`config.mk`:
```
export PLATFORM = sky130hd
export DESIGN_NAME = stack_with_middle_access_core
export DESIGN_NICKNAME = d
export VERILOG_FILES = /design/src/rtl/core/swm_pkg.sv /design/src/rtl/core/swm_ram.sv /design/src/rtl/core/stack_with_middle_access_core.sv
export SDC_FILE = /design/constraint.sdc
export NUM_CORES = 2
export LEC_CHECK = 0
export CELL_PAD_IN_SITES_DETAIL_PLACEMENT = 0
export CELL_PAD_IN_SITES_GLOBAL_PLACEMENT = 1
export CORE_UTILIZATION = 40
export CTS_BUF_LIST = sky130_fd_sc_hd__clkbuf_16
export DETAILED_ROUTE_END_ITERATION = 10
export DONT_BUFFER_PORTS = 1
export PLACE_DENSITY = 0.67
export SYNTH_ARGS = -nofsm -noshare
export SYNTH_HDL_FRONTEND = slang
export SYNTH_SLANG_ARGS = --single-unit
```
`constraint.sdc`:
```
create_clock -name clk -period 6.21 [get_ports clk]
set_input_delay 0.621 -clock clk [delete_from_list [all_inputs] [get_ports clk]]
set_output_delay 0.621 -clock clk [all_outputs]
set_load 0.05 [all_outputs]
```
`src/rtl/core/swm_pkg.sv`:
```
// Shared constants, codes and word conversion helpers for the stack with
// middle access. Used by stack_with_middle_access_core; no dependencies.

package swm_pkg;

  // Storage geometry.
  localparam int DEPTH      = 64;
  localparam int DATA_WIDTH = 32;
  localparam int ADDR_W     = (DEPTH > 1) ? $clog2(DEPTH) : 1;
  localparam int COUNT_W    = $clog2(DEPTH + 1);

  // Fixed field widths of the stream payload.
  localparam int OP_W        = 2;
  localparam int STATUS_W    = 2;
  localparam int VALUE_W     = 32;
  localparam int NEW_COUNT_W = 7;
  localparam int OUT_DATA_W  = ((VALUE_W + NEW_COUNT_W + 7) / 8) * 8;
  localparam int OUT_PAD_W   = OUT_DATA_W - VALUE_W - NEW_COUNT_W;

  typedef enum logic [OP_W-1:0] {
    OP_PUSH     = 2'd0,
    OP_POP      = 2'd1,
    OP_READ_MID = 2'd2,
    OP_DEL_MID  = 2'd3
  } op_t;

  typedef enum logic [STATUS_W-1:0] {
    ST_OK    = 2'd0,
    ST_EMPTY = 2'd1,
    ST_FULL  = 2'd2
  } status_t;

  // Sign-extend the 32-bit request value, then keep DATA_WIDTH bits.
  function automatic logic [DATA_WIDTH-1:0] word_in(input logic [VALUE_W-1:0] v);
    logic signed [63:0] t;
    t = 64'(signed'(v));
    return t[DATA_WIDTH-1:0];
  endfunction

  // Sign-extend a stored word from DATA_WIDTH bits, then keep 32 bits.
  function automatic logic [VALUE_W-1:0] word_out(input logic [DATA_WIDTH-1:0] w);
    logic signed [63:0] t;
    t = 64'(signed'(w));
    return t[VALUE_W-1:0];
  endfunction

endpackage

```
`src/rtl/core/swm_ram.sv`:
```
// Generic single-write, single-read RAM with a registered read port.
// Standalone; no package dependencies.

module swm_ram #(
  parameter int WIDTH = 32,
  parameter int DEPTH = 64
) (
  input  logic                     clk,
  input  logic                     we,
  input  logic [$clog2(DEPTH)-1:0] waddr,
  input  logic [WIDTH-1:0]         wdata,
  input  logic [$clog2(DEPTH)-1:0] raddr,
  output logic [WIDTH-1:0]         rdata
);

  logic [WIDTH-1:0] mem [DEPTH];

  // Write port and registered read port.
  always_ff @(posedge clk) begin
    if (we) begin
      mem[waddr] <= wdata;
    end
    rdata <= mem[raddr];
  end

endmodule

```
`src/rtl/core/stack_with_middle_access_core.sv`:
```
// Stack with middle access: push, pop, read middle and delete middle.
// Push and any request that reports empty or full go straight to the result stage;
// pop and read middle first wait for one RAM read. Delete middle reads the middle
// entry, then moves each entry above it down by one, up to DEPTH/2 - 1 entries, the single
// RAM read and write port moving one entry each cycle. One request at a time.
// Reset (rst, synchronous) empties the stack; the RAM contents are not cleared.

module stack_with_middle_access_core (
  input  logic                            clk,
  input  logic                            rst,
  // Request: tdata = push_value[31:0]; tuser = operation[1:0].
  input  logic                            s_tvalid,
  output logic                            s_tready,
  input  logic [swm_pkg::VALUE_W-1:0]     s_tdata,
  input  logic [swm_pkg::OP_W-1:0]        s_tuser,
  // Result: tdata = result_value[31:0], new_count[38:32], zero pad[39];
  // tuser = status[1:0].
  output logic                            m_tvalid,
  input  logic                            m_tready,
  output logic [swm_pkg::OUT_DATA_W-1:0]  m_tdata,
  output logic [swm_pkg::STATUS_W-1:0]    m_tuser
);

  import swm_pkg::*;

  typedef enum logic [4:0] {
    S_IDLE    = 5'b00001,
    S_RDWAIT  = 5'b00010,
    S_MIDWAIT = 5'b00100,
    S_SHIFT   = 5'b01000,
    S_FINISH  = 5'b10000
  } state_t;

  state_t               state, state_next;
  logic [COUNT_W-1:0]   count, count_next;
  logic [ADDR_W-1:0]    ptr, ptr_next;
  status_t              res_status, res_status_next;
  logic [VALUE_W-1:0]   res_value, res_value_next;

  logic                 ram_we;
  logic [ADDR_W-1:0]    ram_waddr;
  logic [DATA_WIDTH-1:0] ram_wdata;
  logic [ADDR_W-1:0]    ram_raddr;
  logic [DATA_WIDTH-1:0] ram_rdata;

  logic [COUNT_W-1:0]   mid;
  logic [COUNT_W-1:0]   count_dec;
  logic [COUNT_W:0]     ptr_p1;
  logic [COUNT_W:0]     ptr_p2;
  logic                 out_free;

  assign mid       = count >> 1;
  assign count_dec = count - COUNT_W'(1);
  assign ptr_p1    = (COUNT_W + 1)'(ptr) + (COUNT_W + 1)'(1);
  assign ptr_p2    = (COUNT_W + 1)'(ptr) + (COUNT_W + 1)'(2);
  assign out_free  = !m_tvalid || m_tready;
  assign s_tready  = (state == S_IDLE);

  // Entry storage.
  swm_ram #(
    .WIDTH (DATA_WIDTH),
    .DEPTH (DEPTH)
  ) u_store (
    .clk   (clk),
    .we    (ram_we),
    .waddr (ram_waddr),
    .wdata (ram_wdata),
    .raddr (ram_raddr),
    .rdata (ram_rdata)
  );

  // Sequencer: decodes a request, then steps the RAM through reads and moves.
  always_comb begin
    state_next      = state;
    count_next      = count;
    ptr_next        = ptr;
    res_status_next = res_status;
    res_value_next  = res_value;
    ram_we          = 1'b0;
    ram_waddr       = ptr;
    ram_wdata       = ram_rdata;
    ram_raddr       = ptr;

    case (state)
      S_IDLE: begin
        if (s_tvalid) begin
          res_status_next = ST_OK;
          res_value_next  = '0;
          state_next      = S_FINISH;
          if (op_t'(s_tuser) == OP_PUSH) begin
            if (count == COUNT_W'(DEPTH)) begin
              res_status_next = ST_FULL;
            end else begin
              ram_we     = 1'b1;
              ram_waddr  = count[ADDR_W-1:0];
              ram_wdata  = word_in(s_tdata);
              count_next = count + COUNT_W'(1);
            end
          end else if (count == '0) begin
            res_status_next = ST_EMPTY;
          end else begin
            case (op_t'(s_tuser))
              OP_POP: begin
                ram_raddr  = count_dec[ADDR_W-1:0];
                count_next = count_dec;
                state_next = S_RDWAIT;
              end
              OP_READ_MID: begin
                ram_raddr  = mid[ADDR_W-1:0];
                state_next = S_RDWAIT;
              end
              OP_DEL_MID: begin
                ram_raddr  = mid[ADDR_W-1:0];
                ptr_next   = mid[ADDR_W-1:0];
                state_next = S_MIDWAIT;
              end
              default: begin
                state_next = S_FINISH;
              end
            endcase
          end
        end
      end

      S_RDWAIT: begin
        res_value_next = word_out(ram_rdata);
        state_next     = S_FINISH;
      end

      // The middle entry has been read; start moving the entries above it.
      S_MIDWAIT: begin
        res_value_next = word_out(ram_rdata);
        if (ptr_p1 < (COUNT_W + 1)'(count)) begin
          ram_raddr  = ptr_p1[ADDR_W-1:0];
          state_next = S_SHIFT;
        end else begin
          count_next = count_dec;
          state_next = S_FINISH;
        end
      end

      // Each cycle writes entry ptr+1 down to ptr and fetches the next one.
      S_SHIFT: begin
        ram_we    = 1'b1;
        ram_waddr = ptr;
        ram_wdata = ram_rdata;
        ptr_next  = ptr_p1[ADDR_W-1:0];
        if (ptr_p2 < (COUNT_W + 1)'(count)) begin
          ram_raddr = ptr_p2[ADDR_W-1:0];
        end else begin
          count_next = count_dec;
          state_next = S_FINISH;
        end
      end

      S_FINISH: begin
        if (out_free) begin
          state_next = S_IDLE;
        end
      end

      default: begin
        state_next = S_IDLE;
      end
    endcase
  end

  // Control registers.
  always_ff @(posedge clk) begin
    if (rst) begin
      state    <= S_IDLE;
      count    <= '0;
      m_tvalid <= 1'b0;
    end else begin
      state <= state_next;
      count <= count_next;
      if (state == S_FINISH && out_free) begin
        m_tvalid <= 1'b1;
      end else if (m_tready) begin
        m_tvalid <= 1'b0;
      end
    end
  end

  // Working and output payload registers.
  always_ff @(posedge clk) begin
    ptr        <= ptr_next;
    res_status <= res_status_next;
    res_value  <= res_value_next;
    if (state == S_FINISH && out_free) begin
      m_tdata <= {{OUT_PAD_W{1'b0}}, NEW_COUNT_W'(count), res_value};
      m_tuser <= res_status;
    end
  end

endmodule

```
-- Word level (Yosys, flattened, before mapping)
Memory sizes are Yosys's and may differ from the RTL's. A register that Yosys moved wholly into a read port is not among the register bits.
Index checks and enable logic that the tools add are counted.
- add/sub/neg operators: 4
- magnitude comparators: 2
- eq/ne operators: 19
- muxes and demuxes: 49
- reductions and logical operators: 17
- operators by type and width (kind ; number):
    32-bit two-way mux ; 5
    6-bit two-way mux ; 13
    32-bit one-hot mux with 2 select lines ; 1
    7-bit two-way mux ; 7
    5-bit two-way mux ; 6
    5-bit one-hot mux with 5 select lines ; 1
    6-bit one-hot mux with 2 select lines ; 2
    7-bit one-hot mux with 3 select lines ; 1
    6-bit one-hot mux with 3 select lines ; 1
    7-bit less-than comparator ; 2
    2-bit != test (second input constant) ; 6
    5-bit one-hot mux with 2 select lines ; 1
    1-bit two-way mux ; 8
    6-bit by 1-bit adder with 7-bit output (second input constant) ; 1
    6-bit by 2-bit adder with 7-bit output (second input constant) ; 1
    7-bit by 1-bit adder with 7-bit output (second input constant) ; 1
    7-bit equality test (second input constant) ; 1
    7-bit zero test ; 1
    7-bit AND reduction ; 1
    7-bit by 1-bit subtractor with 7-bit output (second input constant) ; 1
    3-bit != test (second input constant) ; 2
    2-bit nonzero test ; 3
    2-bit OR reduction ; 3
    5-bit by 1-bit equality test with 1-bit output (second input constant) ; 1
    other kinds (18) ; 21
- register bits: 94
- RAM bits: 2048
- input port bits: 38
- output and inout port bits: 44
- word-level logic and storage cells: 100
- memories: 1
- memories (name ; depth ; bits a word ; rd ports ; clocked after Yosys merged registers in ; wr ports ; RTL line ; source):
    u_store.mem ; 64 ; 32 ; 1 ; 1 ; 1 ; swm_ram.sv:16 ; logic [WIDTH-1:0] mem [DEPTH];

-- Longest topological paths before layout
- depth in word-level cells: 7
- depth in mapped cells: 23

-- Hierarchy
A second synthesis with hierarchy kept.
- cell total of the unflattened synthesis: 3726
- area, all modules: 83412.5 µm²
- by module, submodules not included (module ; times used ; cells an instance ; area each (µm²) ; sequential area each (µm²)):
    swm_ram ; 1 ; 3324 ; 78515.3 ; 62139.6
    stack_with_middle_access_core ; 1 ; 402 ; 4897.2 ; 2692.6

-- Worst setup path after synthesis
Ideal clock, no wire load.
- path kind: reg2reg
- start point: reg ptr[0]
- end point: reg u_store.rdata[22] (read register of u_store.mem)
- arrival time: 4.363 ns
- setup slack: 1.760 ns
- stages on the path, launching flop included: 20
- path through: edfxtp_1 -> ha_1 -> nand3_1 -> xor2_1 -> inv_1 -> ha_1 -> a211oi_1 -> o21bai_1 -> or3_1 -> buf_2 -> a32o_2 -> and2_1 -> clkbuf_2 -> buf_6 -> buf_2 -> mux2i_1 -> a221o_1 -> and3_1 -> or4_1 -> nor4b_2
- word-level cells in the longest chain between the ends: 5
- elaborated cells on any way between the ends: 11
- classes of those cells: add/sub (2); order compare (2); mux (7)
- RTL lines (what ; RTL line ; source):
    start: declaration ; stack_with_middle_access_core.sv:36 ; logic [ADDR_W-1:0] ptr, ptr_next;
    start signal: assignment ; stack_with_middle_access_core.sv:187 ; ptr <= ptr_next;
    parallel branches: the longest is 4 deep, another holds 6-bit by 2-bit adder with 7-bit output ; - ;
    6-bit one-hot mux with 3 select lines (*) ; stack_with_middle_access_core.sv:84 ; case (state)
    end: declaration ; swm_ram.sv:13 ; output logic [WIDTH-1:0] rdata
Every way passes the cells marked *.
A chain may end at the register's enable or synchronous reset.

-- Worst setup path after layout
- start point: reg count[2]
- end point: reg u_store.rdata[17] (read register of u_store.mem)
- word-level cells in the longest chain between the ends: 6
- elaborated cells on any way between the ends: 11
- classes of those cells: add/sub (1); order compare (2); mux (7); reduce/logical (1)
- RTL lines (what ; RTL line ; source):
    start: declaration ; stack_with_middle_access_core.sv:35 ; logic [COUNT_W-1:0] count, count_next;
    start signal: assignment ; stack_with_middle_access_core.sv:176 ; count <= count_next;
    7-bit by 1-bit subtractor with 7-bit output ; stack_with_middle_access_core.sv:53 ; assign count_dec = count - COUNT_W'(1);
    6-bit one-hot mux with 2 select lines ; stack_with_middle_access_core.sv:102 ; case (op_t'(s_tuser))
    6-bit two-way mux ; stack_with_middle_access_core.sv:99 ; end else if (count == '0) begin
    6-bit two-way mux ; stack_with_middle_access_core.sv:90 ; if (op_t'(s_tuser) == OP_PUSH) begin
    6-bit two-way mux ; stack_with_middle_access_core.sv:86 ; if (s_tvalid) begin
    6-bit one-hot mux with 3 select lines (*) ; stack_with_middle_access_core.sv:84 ;
Every way passes the cells marked *; elsewhere a longest branch is shown, timed or not.

==> out/metrics.yaml <==
status: "finished clean"
synth_ff_type: "edfxtp_1"
port_buffers: 0
cp.required_ps: 6880
grt_pass1_wl_mm: 358.9
max_cap_viol_count: 0
startpoint_type: "flop"
dp.cells: 8359
hpwl_mm: 139.5
p_leak_nw: 32.60
clkLatencyLatePin_ps: 860
grt_use_total_pct: 22.56
ys.warnings.count: 0
start_util_pct: 40.37
pwr_density_cell_mw_per_mm2: 423.1
cp_top_family: "compound AO/OA/AOI/OAI gates"
slowest_delay_ps: 730
setup-violations-final: 0
die_w_um: 467.9
path_class: "reg -> reg"
synth_edf_count: 2129
layout-drive-gt1-share_pct: 13.14
postCtsSetupBuffers: 0
ys_ff_latch: 2174
crit_arrival_ps: 6610
place.gp.congestion: 0.8808
vias: 51640
synth_area_leaders: "edfxtp_1, nand2_1, a211oi_1"
wl_per_cell_um: 28.54
firstDrtPassIters: 6
netlist_instances: 5712
cts_tree: "built"
hold_viol: 0
ant_nets: 0
fin_nets: 5793
synth.most_common_cell: "edfxtp_1"
ys_types: 74
worstPathCellList: "inv_1, ha_1, a211o_1, a211oi_1, o21ai_0, o22ai_4, buf_12, buf_12, a21oi_1, a221o_1, and3_1, or4_1, nor4b_2"
boundaryPins: 82
cts.sinks: 2174
worstPathMaxFanout: 55
final_cells: 8757
synth_nets: 5771
syn_area_sq_mm: 0.08682
yosysTopAreaCellShare_pct: 73.63
cts_resized: 0
worst_pin_slew_ps: 1379
clk_pin_slew_worst_paths_ps: 70
num_rows: 170
grt_overflow: 0
drt_iter0_markers: 5751
synth_area_leader_cell: "edfxtp_1"
worstHoldPathType: "in -> reg"
synthToLayoutAreaGrowth_pct: 13.20
synthTopCellsByCount: "edfxtp_1, nand2_1, and3_1"
crit_path_frequent_cell: "buf_12"
cpMaxStageDelayCell: "dfxtp_1"
htree_levels: 4
fin_crit_sh_pct: 95.64
rsz0062_at_grt: "no"
drv_slew: 0
wirelength_mm: 249.9
core_sq_mm: 0.2150
period_needed_ps: 5939
path_buf_inv: 3
grt_max_degree: 170
clock_skew_ps: 42.85
grt_pass1_vias: 49430
avgSynthCellArea_sq_um: 15.20
die-height_um: 467.9
peakVddDrop_v: 0.0003533
synth_seq_area_share_pct: 74.67
antenna_found_initial: 19
setup_tns_ps: 0
cts_buffer_depth: 3
endpoint_kind: "flop"
numCtsBuffers: 209
postSynth.asyncResetShare_pct: 0
max_slew_margin_pct: 8.045
design.die.area_sq_mm: 0.2189
timing.fmax_mhz: 168.4
viasPerCell: 5.896
clk_root_buffer_cell: "clkbuf_16"
drc: 0
-- flip-flops by register name (all words and copies together), names as in the netlist --
name	cells
count	7
res_value	32
state	5
m_tdata	39
res_status	2
m_tuser	2
u_store.mem	2048
u_store.rdata	32
m_tvalid	1
ptr	6
-- where the power goes --
group	internal (W)	total [W]	switching (W)
Sequential	0.0185	0.0190	0.000474
Combinational	0.00287	0.0103	0.00740
Clock	0.00690	0.0124	0.00546
-- through the flow --
step	hold slack (ps)	worst slack [ps]	power (W)	cell area [sq um]	util, %
after floorplan	400.3	1760	0.02490	86820	-
after global placement	402.5	400.5	0.02925	91630	42.61
after detailed placement	404.5	472.0	0.02941	91630	42.61
after CTS	16.12	406.2	0.04167	98270	45.70
after global routing	56.54	37.61	0.04300	98270	45.70
final	70.47	270.9	0.04158	98290	45.71
-- path summary, 6_finish.rpt --
path | from | end | slack (ps) | cells past startpoint
worst max-delay path | count[2] | u_store.rdata[17] | 270 | 13
worst min-delay path | s_tvalid | state[1] | 70 | 2
worst max register to register | count[2] | u_store.rdata[17] | 270 | 13
worst min register to register | res_value[21] | m_tdata[21] | 410 | 0
-- worst register-to-register path, delay by kind of cell, from the launching register on --
family                     cells  cell delay [ps]
AOI/OAI and AO/OA              6             2130
adders and majority gates      1              330
buffers and inverters          3             1120
DFF                            1              730
and+or+nand+nor                3             1430
-- cells by family (layout without fill, tap and decap cells) --
group | after synthesis | after routing | share of synthesized area (%)
other cells | 1 | 8 | 0.004319
fa+ha+maj | 21 | 21 | 0.3026
simple gates | 1584 | 1584 | 8.886
compound gates | 1203 | 1203 | 9.748
xor+xnor | 19 | 19 | 0.1917
mux | 258 | 258 | 3.944
flops | 2174 | 2174 | 74.67
buf+inv | 452 | 652 | 2.251
-- per-layer routing --
layer  vias to the layer above  track usage [%]  routed length (um)
li1                      22530                -                   -
met1                     26650            32.37              107200
met2                      2116            35.27              115600
met3                       324            3.954               20620
met4                         8            6.190                6472
met5                         -                0                  49
-- cells in the final DEF (no fill, tap or decap), drive strengths merged, types with 33 or more instances in the layout --
master	n
and2	34
mux2	33
nand3	89
edfxtp	2129
mux2i	161
a31oi	156
inv	80
a211oi	352
nand2	850
buf	237
clkinv	98
a21oi	145
a221oi	93
clkbuf	211
o211ai	34
o21bai	34
mux4	64
and3	380
o21ai	174
nor2	100
dfxtp	45
nor3	33
a311oi	36
-- what timing repair did --
| action | 4_1_cts | 5_1_grt |
|---|---|---|
| hold buffers | 2 | 0 |
| endpoints found under the hold margin | 13 | 0 |
| setup endpoints to repair | 0 | 0 |
-- layout make-up --
type                            count  area [sq um]
Sequential cell                  2174         64830
Clock inverter                    178          1338
Multi-Input combinational cell   3086         20670
Inverter                           24         90.09
Clock buffer                      211          5280
Antenna cell                        7         17.52
Timing Repair Buffer              239          2512
Tap cell                         2838          3551
Fill cell                       18510        116800
No activity file was read; power rests on OpenSTA's default activity.
